`src/rtl/key_matrix_debouncer_macros.svh`:
```
// Assertion helpers for the debouncer RTL.
`ifndef KEY_MATRIX_DEBOUNCER_MACROS_SVH
`define KEY_MATRIX_DEBOUNCER_MACROS_SVH

// Condition and consequence in the same cycle.
`define KMD_CHECK_NOW(label, ante, cons, msg) \
   label: assert property (@(posedge clock) disable iff (reset) (ante) |-> (cons)) \
      else $error(msg);

// Consequence in the cycle after the condition.
`define KMD_CHECK_NEXT(label, ante, cons, msg) \
   label: assert property (@(posedge clock) disable iff (reset) (ante) |=> (cons)) \
      else $error(msg);

`endif

```
`src/rtl/kmd_pkg.sv`:
```
package kmd_pkg;

   localparam int ROW_COUNT_DEF = 8;
   localparam int COL_COUNT_DEF = 8;

   localparam int ROW_W  = 3;
   localparam int COL_W  = 3;
   localparam int TIME_W = 32;
   localparam int DEB_W  = 8;

   localparam logic [DEB_W-1:0] DEBOUNCE_RESET = 8'd15;

   // one scanned sample as it travels down the pipeline
   typedef struct packed {
      logic [ROW_W-1:0]  row;
      logic [COL_W-1:0]  col;
      logic              level;
      logic [TIME_W-1:0] time_ms;
      logic              in_range;
   } item_type;

   typedef struct packed {
      logic down;
      logic pending;
   } flags_type;

   typedef struct packed {
      flags_type         flags;
      logic [TIME_W-1:0] change_time;
   } state_type;

   // write strobes of the per-key store
   typedef struct packed {
      logic flag_we;
      logic time_we;
   } wr_ctl_type;

   typedef struct packed {
      logic             valid;
      logic [ROW_W-1:0] row;
      logic [COL_W-1:0] col;
      logic             pressed;
   } event_type;

   localparam int FLAGS_W = $bits(flags_type);

endpackage

```
`src/rtl/kmd_ram.sv`:
```
module kmd_ram
   #(
      parameter int WIDTH = 8,
      parameter int DEPTH = 64,
      localparam int ADDR_W = (DEPTH > 1) ? $clog2(DEPTH) : 1
   )
   (
      input  logic              clock,
      input  logic              wr_en,
      input  logic [ADDR_W-1:0] wr_addr,
      input  logic [WIDTH-1:0]  wr_data,
      input  logic              rd_en,
      input  logic [ADDR_W-1:0] rd_addr,
      output logic [WIDTH-1:0]  rd_data
   );

   logic [WIDTH-1:0] mem_ff [DEPTH];
   logic [WIDTH-1:0] rd_data_ff;

   // one write port, one registered read port (read returns old data on collision)
   always_ff @(posedge clock) begin
      if (wr_en) begin
         mem_ff[wr_addr] <= wr_data;
      end
      if (rd_en) begin
         rd_data_ff <= mem_ff[rd_addr];
      end
   end

   assign rd_data = rd_data_ff;

endmodule

```
`src/rtl/kmd_fetch.sv`:
```
module kmd_fetch
   import kmd_pkg::*;
   #(
      parameter int KEY_W = 6
   )
   (
      input  logic              clock,
      input  logic              reset,
      input  logic              advance,
      input  logic              accept,
      input  item_type          req_item,
      input  logic [KEY_W-1:0]  req_key,
      input  flags_type         ram_flags,
      input  logic [TIME_W-1:0] ram_time,
      input  wr_ctl_type        wr_ctl,
      input  logic [KEY_W-1:0]  wr_key,
      input  state_type         wr_state,
      output logic              s2_valid,
      output item_type          s2_item,
      output logic [KEY_W-1:0]  s2_key,
      output state_type         s2_state
   );

   logic             s1_valid_ff;
   item_type         s1_item_ff;
   logic [KEY_W-1:0] s1_key_ff;
   logic             last_we_ff;
   logic [KEY_W-1:0] last_key_ff;
   state_type        last_state_ff;
   logic             s2_valid_ff;
   item_type         s2_item_ff;
   logic [KEY_W-1:0] s2_key_ff;
   state_type        s2_state_ff;
   state_type        s2_state_in;

   // patch the memory word with the writes its read could not see
   always_comb begin
      priority if (wr_ctl.flag_we && (wr_key == s1_key_ff)) begin
         s2_state_in = wr_state;
      end else if (last_we_ff && (last_key_ff == s1_key_ff)) begin
         s2_state_in = last_state_ff;
      end else begin
         s2_state_in = '{flags: ram_flags, change_time: ram_time};
      end
   end

   // advance valid bits
   always_ff @(posedge clock) begin
      if (reset) begin
         s1_valid_ff <= 1'b0;
         s2_valid_ff <= 1'b0;
         last_we_ff  <= 1'b0;
      end else if (advance) begin
         s1_valid_ff <= accept;
         s2_valid_ff <= s1_valid_ff;
         last_we_ff  <= wr_ctl.flag_we;
      end
   end

   // advance payload and remember the write of this edge
   always_ff @(posedge clock) begin
      if (advance) begin
         s1_item_ff    <= req_item;
         s1_key_ff     <= req_key;
         s2_item_ff    <= s1_item_ff;
         s2_key_ff     <= s1_key_ff;
         s2_state_ff   <= s2_state_in;
         last_key_ff   <= wr_key;
         last_state_ff <= wr_state;
      end
   end

   assign s2_valid = s2_valid_ff;
   assign s2_item  = s2_item_ff;
   assign s2_key   = s2_key_ff;
   assign s2_state = s2_state_ff;

endmodule

```
`src/rtl/kmd_decide.sv`:
```
module kmd_decide
   import kmd_pkg::*;
   #(
      parameter int KEY_W = 6
   )
   (
      input  logic              clock,
      input  logic              reset,
      input  logic              advance,
      input  logic [DEB_W-1:0]  debounce,
      input  logic              s2_valid,
      input  item_type          s2_item,
      input  logic [KEY_W-1:0]  s2_key,
      input  state_type         s2_state,
      output wr_ctl_type        wr_ctl,
      output logic [KEY_W-1:0]  wr_key,
      output state_type         wr_state,
      output event_type         evt
   );

   logic              s3_valid_ff;
   item_type          s3_item_ff;
   logic [KEY_W-1:0]  s3_key_ff;
   state_type         s3_state_ff;
   state_type         s3_state_in;
   logic              differs;
   logic              qualified;
   logic              start;
   logic              expired;
   logic [TIME_W-1:0] elapsed;

   // take the update of the item leaving this stage on the same edge
   assign s3_state_in = (wr_ctl.flag_we && (wr_key == s2_key)) ? wr_state : s2_state;

   always_ff @(posedge clock) begin
      if (reset) begin
         s3_valid_ff <= 1'b0;
      end else if (advance) begin
         s3_valid_ff <= s2_valid;
      end
   end

   always_ff @(posedge clock) begin
      if (advance) begin
         s3_item_ff  <= s2_item;
         s3_key_ff   <= s2_key;
         s3_state_ff <= s3_state_in;
      end
   end

   // level 0 is closed, so a sample differs when level equals the down flag
   assign differs   = (s3_item_ff.level == s3_state_ff.flags.down);
   assign qualified = s3_valid_ff && s3_item_ff.in_range && differs;
   assign elapsed   = s3_item_ff.time_ms - s3_state_ff.change_time;
   assign start     = qualified && !s3_state_ff.flags.pending;
   assign expired   = qualified && s3_state_ff.flags.pending &&
                      (elapsed > {{(TIME_W-DEB_W){1'b0}}, debounce});

   // write back: arm the timer, or toggle and clear pending
   always_comb begin
      wr_ctl.flag_we = advance && (start || expired);
      wr_ctl.time_we = advance && start;
      wr_key         = s3_key_ff;
      if (start) begin
         wr_state.flags.down    = s3_state_ff.flags.down;
         wr_state.flags.pending = 1'b1;
         wr_state.change_time   = s3_item_ff.time_ms;
      end else begin
         wr_state.flags.down    = !s3_state_ff.flags.down;
         wr_state.flags.pending = 1'b0;
         wr_state.change_time   = s3_state_ff.change_time;
      end
   end

   // press or release event
   always_comb begin
      evt.valid   = expired;
      evt.row     = s3_item_ff.row;
      evt.col     = s3_item_ff.col;
      evt.pressed = !s3_state_ff.flags.down;
   end

endmodule

```
`src/rtl/kmd_out.sv`:
```
module kmd_out
   import kmd_pkg::*;
   (
      input  logic             clock,
      input  logic             reset,
      input  logic             advance,
      input  event_type        evt,
      input  logic             rsp_ready,
      output logic             rsp_valid,
      output logic [ROW_W-1:0] rsp_event_row,
      output logic [COL_W-1:0] rsp_event_col,
      output logic             rsp_pressed,
      output logic             skid_full
   );

   event_type rsp_ff;
   event_type skid_ff;
   logic      rsp_free;
   logic      take_new;

   assign rsp_free = !rsp_ff.valid || rsp_ready;
   assign take_new = advance && evt.valid;

   // output register with one skid entry behind it
   always_ff @(posedge clock) begin
      if (reset) begin
         rsp_ff.valid  <= 1'b0;
         skid_ff.valid <= 1'b0;
      end else if (rsp_free) begin
         rsp_ff.valid  <= skid_ff.valid || take_new;
         skid_ff.valid <= 1'b0;
      end else if (take_new) begin
         skid_ff.valid <= 1'b1;
      end
   end

   always_ff @(posedge clock) begin
      if (rsp_free) begin
         if (skid_ff.valid) begin
            rsp_ff.row     <= skid_ff.row;
            rsp_ff.col     <= skid_ff.col;
            rsp_ff.pressed <= skid_ff.pressed;
         end else begin
            rsp_ff.row     <= evt.row;
            rsp_ff.col     <= evt.col;
            rsp_ff.pressed <= evt.pressed;
         end
      end else if (take_new) begin
         skid_ff.row     <= evt.row;
         skid_ff.col     <= evt.col;
         skid_ff.pressed <= evt.pressed;
      end
   end

   assign rsp_valid     = rsp_ff.valid;
   assign rsp_event_row = rsp_ff.row;
   assign rsp_event_col = rsp_ff.col;
   assign rsp_pressed   = rsp_ff.pressed;
   assign skid_full     = skid_ff.valid;

endmodule

```
`src/rtl/key_matrix_debouncer.sv`:
```
// A sample's event passes the s1, s2 and s3 stage registers, then the output register, to rsp_*.
// Throughput: one sample per cycle while req_ready is high; per-key read-modify-write is bypassed across stages.
// A waiting event plus one in the skid entry stalls the three-stage pipeline.
// Reset: synchronous; the debounce delay returns to 15 and a clearing pass walks every
// entry of the flag memory, during which req_ready stays low.
`include "key_matrix_debouncer_macros.svh"

module key_matrix_debouncer
   import kmd_pkg::*;
   #(
      parameter int ROW_COUNT = ROW_COUNT_DEF,
      parameter int COL_COUNT = COL_COUNT_DEF
   )
   (
      input  logic              clock,
      input  logic              reset,
      input  logic              csr_write_en,
      input  logic [DEB_W-1:0]  csr_write_data,
      input  logic              req_valid,
      output logic              req_ready,
      input  logic [ROW_W-1:0]  req_row,
      input  logic [COL_W-1:0]  req_col,
      input  logic              req_level,
      input  logic [TIME_W-1:0] req_time_ms,
      output logic              rsp_valid,
      input  logic              rsp_ready,
      output logic [ROW_W-1:0]  rsp_event_row,
      output logic [COL_W-1:0]  rsp_event_col,
      output logic              rsp_pressed
   );

   localparam int KEY_TOTAL = ROW_COUNT * COL_COUNT;
   localparam int KEY_W     = (KEY_TOTAL > 1) ? $clog2(KEY_TOTAL) : 1;

   logic [DEB_W-1:0]  debounce_ff;
   logic              clearing_ff;
   logic [KEY_W-1:0]  clr_ptr_ff;
   logic              advance;
   logic              accept;
   logic              skid_full;
   item_type          req_item;
   logic [KEY_W-1:0]  req_key;
   flags_type         ram_flags;
   logic [TIME_W-1:0] ram_time;
   wr_ctl_type        wr_ctl;
   logic [KEY_W-1:0]  wr_key;
   state_type         wr_state;
   logic              s2_valid;
   item_type          s2_item;
   logic [KEY_W-1:0]  s2_key;
   state_type         s2_state;
   event_type         evt;
   logic              flag_wr_en;
   logic [KEY_W-1:0]  flag_wr_addr;
   flags_type         flag_wr_data;

   // debounce delay register
   always_ff @(posedge clock) begin
      if (reset) begin
         debounce_ff <= DEBOUNCE_RESET;
      end else if (csr_write_en) begin
         debounce_ff <= csr_write_data;
      end
   end

   // sweep the flag memory after reset
   always_ff @(posedge clock) begin
      if (reset) begin
         clearing_ff <= 1'b1;
         clr_ptr_ff  <= '0;
      end else if (clearing_ff) begin
         clr_ptr_ff <= clr_ptr_ff + 1'b1;
         if (clr_ptr_ff == KEY_W'(KEY_TOTAL - 1)) begin
            clearing_ff <= 1'b0;
         end
      end
   end

   // pipeline moves while the skid entry is free
   assign advance   = !skid_full;
   assign req_ready = advance && !clearing_ff;
   assign accept    = req_valid && req_ready;

   // key address and range check
   always_comb begin
      req_item.row      = req_row;
      req_item.col      = req_col;
      req_item.level    = req_level;
      req_item.time_ms  = req_time_ms;
      req_item.in_range = (int'(req_row) < ROW_COUNT) && (int'(req_col) < COL_COUNT);
      req_key           = KEY_W'(int'(req_row) * COL_COUNT + int'(req_col));
   end

   // flag memory write: clearing pass or pipeline write-back
   assign flag_wr_en   = clearing_ff || wr_ctl.flag_we;
   assign flag_wr_addr = clearing_ff ? clr_ptr_ff : wr_key;
   assign flag_wr_data = clearing_ff ? '0 : wr_state.flags;

   kmd_ram #(
      .WIDTH (FLAGS_W),
      .DEPTH (KEY_TOTAL)
   ) u_flag_ram (
      .clock   (clock),
      .wr_en   (flag_wr_en),
      .wr_addr (flag_wr_addr),
      .wr_data (flag_wr_data),
      .rd_en   (advance),
      .rd_addr (req_key),
      .rd_data (ram_flags)
   );

   kmd_ram #(
      .WIDTH (TIME_W),
      .DEPTH (KEY_TOTAL)
   ) u_time_ram (
      .clock   (clock),
      .wr_en   (wr_ctl.time_we),
      .wr_addr (wr_key),
      .wr_data (wr_state.change_time),
      .rd_en   (advance),
      .rd_addr (req_key),
      .rd_data (ram_time)
   );

   kmd_fetch #(
      .KEY_W (KEY_W)
   ) u_fetch (
      .clock     (clock),
      .reset     (reset),
      .advance   (advance),
      .accept    (accept),
      .req_item  (req_item),
      .req_key   (req_key),
      .ram_flags (ram_flags),
      .ram_time  (ram_time),
      .wr_ctl    (wr_ctl),
      .wr_key    (wr_key),
      .wr_state  (wr_state),
      .s2_valid  (s2_valid),
      .s2_item   (s2_item),
      .s2_key    (s2_key),
      .s2_state  (s2_state)
   );

   kmd_decide #(
      .KEY_W (KEY_W)
   ) u_decide (
      .clock    (clock),
      .reset    (reset),
      .advance  (advance),
      .debounce (debounce_ff),
      .s2_valid (s2_valid),
      .s2_item  (s2_item),
      .s2_key   (s2_key),
      .s2_state (s2_state),
      .wr_ctl   (wr_ctl),
      .wr_key   (wr_key),
      .wr_state (wr_state),
      .evt      (evt)
   );

   kmd_out u_out (
      .clock         (clock),
      .reset         (reset),
      .advance       (advance),
      .evt           (evt),
      .rsp_ready     (rsp_ready),
      .rsp_valid     (rsp_valid),
      .rsp_event_row (rsp_event_row),
      .rsp_event_col (rsp_event_col),
      .rsp_pressed   (rsp_pressed),
      .skid_full     (skid_full)
   );

   // checks
   `KMD_CHECK_NOW(a_skid_behind_rsp, skid_full, rsp_valid, "skid holds an event but rsp is empty")
   `KMD_CHECK_NEXT(a_event_lands, advance && evt.valid, rsp_valid, "event lost on the way out")
   `KMD_CHECK_NOW(a_quiet_while_clearing, clearing_ff, !wr_ctl.flag_we && !wr_ctl.time_we, "write-back during clearing pass")

endmodule

```
`config.mk`:
```
export PLATFORM = sky130hd
export DESIGN_NAME = key_matrix_debouncer
export DESIGN_NICKNAME = d
export VERILOG_FILES = /design/src/rtl/kmd_pkg.sv /design/src/rtl/kmd_ram.sv /design/src/rtl/kmd_fetch.sv /design/src/rtl/kmd_decide.sv /design/src/rtl/kmd_out.sv /design/src/rtl/key_matrix_debouncer.sv
export VERILOG_INCLUDE_DIRS = /design/src /design/src/rtl
export SDC_FILE = /design/constraint.sdc
export NUM_CORES = 2
export LEC_CHECK = 0
export BUFFER_PORTS_ARGS = -buffer_cell sky130_fd_sc_hd__buf_2
export CAP_MARGIN = 20
export CORE_AREA = 2 2 423 425
export DETAILED_ROUTE_END_ITERATION = 12
export DIE_AREA = 0 0 425 427
export PLACE_DENSITY = 0.71
export REMOVE_ABC_BUFFERS = 1
export SYNTH_ARGS = -nofsm -noshare
export SYNTH_HDL_FRONTEND = slang
export SYNTH_SLANG_ARGS = --single-unit
```
`constraint.sdc`:
```
create_clock -name clock -period 12.4 [get_ports clock]
set_input_delay 2.48 -clock clock [delete_from_list [all_inputs] [get_ports clock]]
set_output_delay 2.48 -clock clock [all_outputs]
set_load 0.005 [all_outputs]
```
==> results.sh <==
export IMPL_crit_arrival_ns=6.66
export IMPL_ctsResizeCount=0
export IMPL_clock_fmax_mhz=164.1
export IMPL_fin_util_pct=61.22
export IMPL_worstSetupStartpointType="primary input"
export IMPL_avgViaCountPerCell=6.666
export IMPL_slew_viol_final=0
export IMPL_cp_end_kind="flip-flop"
export IMPL_setup_viol=0
export IMPL_grt_util_met1_pct=38.05
export IMPL_ir_worst_vdd_uv=151.1
export IMPL_path_buf_inv=3
export IMPL_ys_ff_latch=2470
export IMPL_design_die_area_um2=181500
export IMPL_rsz0062_at_grt="no"
export IMPL_first_pass_iters=5
export IMPL_synthCells=4357
export IMPL_worst_pin_slew_ns=1.165
export IMPL_start_util_pct=54.73
export IMPL_clk_latency_ns=0.88
export IMPL_fin_nets=4646
export IMPL_timing_final_crit_period_ns=6.093
export IMPL_status="finished, final reports clean"
export IMPL_grt_max_degree=123
export IMPL_post_cts_buffers=0
export IMPL_max_cap_violations=0
export IMPL_cts_root_buf="clkbuf_16"
export IMPL_worstRegToRegCells=18
export IMPL_drt_wirelength_per_cell_um=33.41
export IMPL_timing_final_crit_share_pct=49.14
export IMPL_yosysMostFrequentCell="edfxtp_1"
export IMPL_synth_top_area_cell="edfxtp_1"
export IMPL_vias=47363
export IMPL_htree_num_levels=4
export IMPL_grt_pass1_wl_mm=338.9
export IMPL_seq_area_frac_synth_pct=76.24
export IMPL_place_hpwl_mm=125.8
export IMPL_avgSynthCellArea_um2=22.27
export IMPL_path_max_fanout=77
export IMPL_num_rows=155
export IMPL_cts_buffers=231
export IMPL_ys_top_cells_by_area="edfxtp_1 (76%), mux4_2 (16%), mux2i_1 (1.2%)"
export IMPL_gr_usage_met3_pct=4.897
export IMPL_critical_path_class="in2reg"
export IMPL_first_iter_violations=6930
export IMPL_clock_sinks=2470
export IMPL_hold_viol_final=0
export IMPL_crit_required_ns=12.96
export IMPL_cts_path_max_buffers=3
export IMPL_min_path_type="reg2reg"
export IMPL_synthFlopType="edfxtp_1"
export IMPL_worst_path_largest_cell_delay_ns=0.83
export IMPL_route_detailed_drc=0
export IMPL_die_h_um=427
export IMPL_top_usage_layer="met2"
export IMPL_powerDensity_nw_per_um2=164.0
export IMPL_clk_pin_slew_ns=0.07
export IMPL_gp_congestion=0.8973
export IMPL_slew_headroom_pct=22.11
export IMPL_netlist_area_um2=97010
export IMPL_ios=61
export IMPL_io_buffer_count=60
export IMPL_cp_cell_sequence="buf_8 -> buf_12 -> buf_4 -> mux4_2 -> mux4_2 -> mux2i_1 -> o21ai_0"
export IMPL_cp_top_family="multiplexers"
export IMPL_path_common_cell="mux4_2"
export IMPL_synth_edff_count=2449
export IMPL_antenna_found_initial=10
export IMPL_async_flop_share_pct=0
export IMPL_hold_depth=0
export IMPL_finClkSkew_ns=0.03409
export IMPL_synth_commonest_cells="edfxtp_1 (2,449), mux4_2 (706), clkbuf_1 (176)"
export IMPL_syn2layout_area_growth_pct=11.86
export IMPL_fin_area_um2=108500
export IMPL_cpMaxStageDelayCell="mux2i_1"
export IMPL_postPlaceCellArea_um2=101000
export IMPL_cts_tree="built"
export IMPL_path_depth=7
export IMPL_ys_warnings_count=0
export IMPL_ant_nets=0
export IMPL_routed_wl_mm=237.4
export IMPL_cts_hold_buf=0
export IMPL_synth_distinct_cells=72
export IMPL_drive_gt1_share_pct=27.96
export IMPL_grt_ovfl_total=0
export IMPL_core_area_um2=177300
export IMPL_grt_util_met2_pct=41.72
export IMPL_yosys_area_top_type_share_pct=75.80
export IMPL_p_leak_nw=34.29
export IMPL_track_usage_pct=26.36
export IMPL_die_x_um=425
export IMPL_grt_pass1_vias=46882
==> cells in the final DEF, fill, tap and decap left out, types with 41 or more instances in the layout <==
cell type	Yosys	routed
buf_4	6	135
buf_2	11	55
clkbuf_1	176	53
inv_1	91	70
nor3_1	76	76
nand2_1	64	64
edfxtp_1	2449	2449
nor2_1	109	43
mux4_2	706	706
nor2_4	0	66
clkinv_1	0	79
clkbuf_16	0	236
a21oi_1	41	41
mux2i_1	121	121
==> worst paths after layout <==
| kind | slack (ns) | from | to |
|---|---|---|---|
| setup / recovery | 6.31 | req_col[0] | u_time_ram.rd_data[13] |
| hold / removal | 0.41 | u_fetch.s2_item[29] | u_decide.s3_item_ff[29] |
| hold reg to reg | 0.41 | u_fetch.s2_item[29] | u_decide.s3_item_ff[29] |
| setup reg to reg | 6.71 | u_decide.s3_item_ff[4] | u_decide.s3_state_ff[33] |
==> worst reg2reg max path, stage by stage, from the launching register on <==
cell and delay (ns):
edfxtp_1 0.41, ha_1 0.35, and2_1 0.21, a221oi_2 0.37, nand2_1 0.14, a21boi_0 0.23, xnor2_1 0.15, ha_1 0.28
a21oi_1 0.14, o21ai_0 0.12, mux2i_1 0.15, a21oi_1 0.07, or4_1 0.54, or4b_4 0.58, nor4_4 0.14, buf_4 0.44
nand4_4 0.65, nand3_1 0.31, o221ai_1 0.14
==> logic make-up (layout without fill, tap and decap cells) <==
kind of cell	Yosys count	in the layout	share of synthesized area, %
xor+xnor	34	34	0.3069
buf+inv	332	724	1.353
simple gates	392	392	2.079
other cells	0	1	0
mux	839	839	17.78
compound gates	249	249	1.710
flops	2470	2470	76.24
fa+ha+maj	41	41	0.5365
==> power breakdown <==
group | total (W) | switching [W] | internal (W) | leakage [nW]
sequential | 0.00957 | 0.0000707 | 0.00950 | 22.6
combinational | 0.00126 | 0.000834 | 0.000429 | 8.08
clock | 0.00696 | 0.00303 | 0.00393 | 3.62
total | 0.0178 | 0.00394 | 0.0139 | 34.3
==> state kept, by name, indices dropped and copies added (netlist names), 6 cells and up <==
register,count
clr_ptr_ff,6
debounce_ff,8
u_decide.s3_item_ff,33
u_decide.s3_state_ff,34
u_decide.wr_key,6
u_fetch.last_key_ff,6
u_fetch.last_state_ff,34
u_fetch.s1_item_ff,33
u_fetch.s1_key_ff,6
u_fetch.s2_item,33
u_fetch.s2_key,6
u_fetch.s2_state,34
u_flag_ram.mem_ff,128
u_out.skid_ff,7
u_time_ram.mem_ff,2048
u_time_ram.rd_data,32
==> through the flow <==
| step | setup WS, ns | power (W) | instances | hold WS, ns | setup TNS [ns] |
|---|---|---|---|---|---|
| floorplan | -0.2333 | 0.01042 | 4116 | 0.4003 | -3.538 |
| global placement | 5.413 | 0.01095 | 6670 | 0.4034 | 0 |
| detailed placement | 5.332 | 0.01099 | 6672 | 0.4045 | 0 |
| CTS | 6.283 | 0.01787 | 7101 | 0.4122 | 0 |
| global route | 6.049 | 0.01828 | 7104 | 0.4193 | 0 |
| finish | 6.307 | 0.01779 | 7105 | 0.4108 | 0 |
==> routing by layer <==
metal	vias up	share of wire [%]
li1	18879	-
met1	25196	38
met2	2876	49
met3	404	10
met4	8	2.7
met5	-	0.025
==> area by class of cell <==
type                    instances  area (um^2)
flip-flops and latches       2470        73960
fillers                     11820        68740
inverters                      91        349.1
clock buffers                 288         6080
multi-input cells            1555        22260
repair buffers                204         1560
diodes                          1        2.502
well taps                    2355         2947
clock inverters               141         1360
Note: power is estimated with default switching activity, not from simulation.
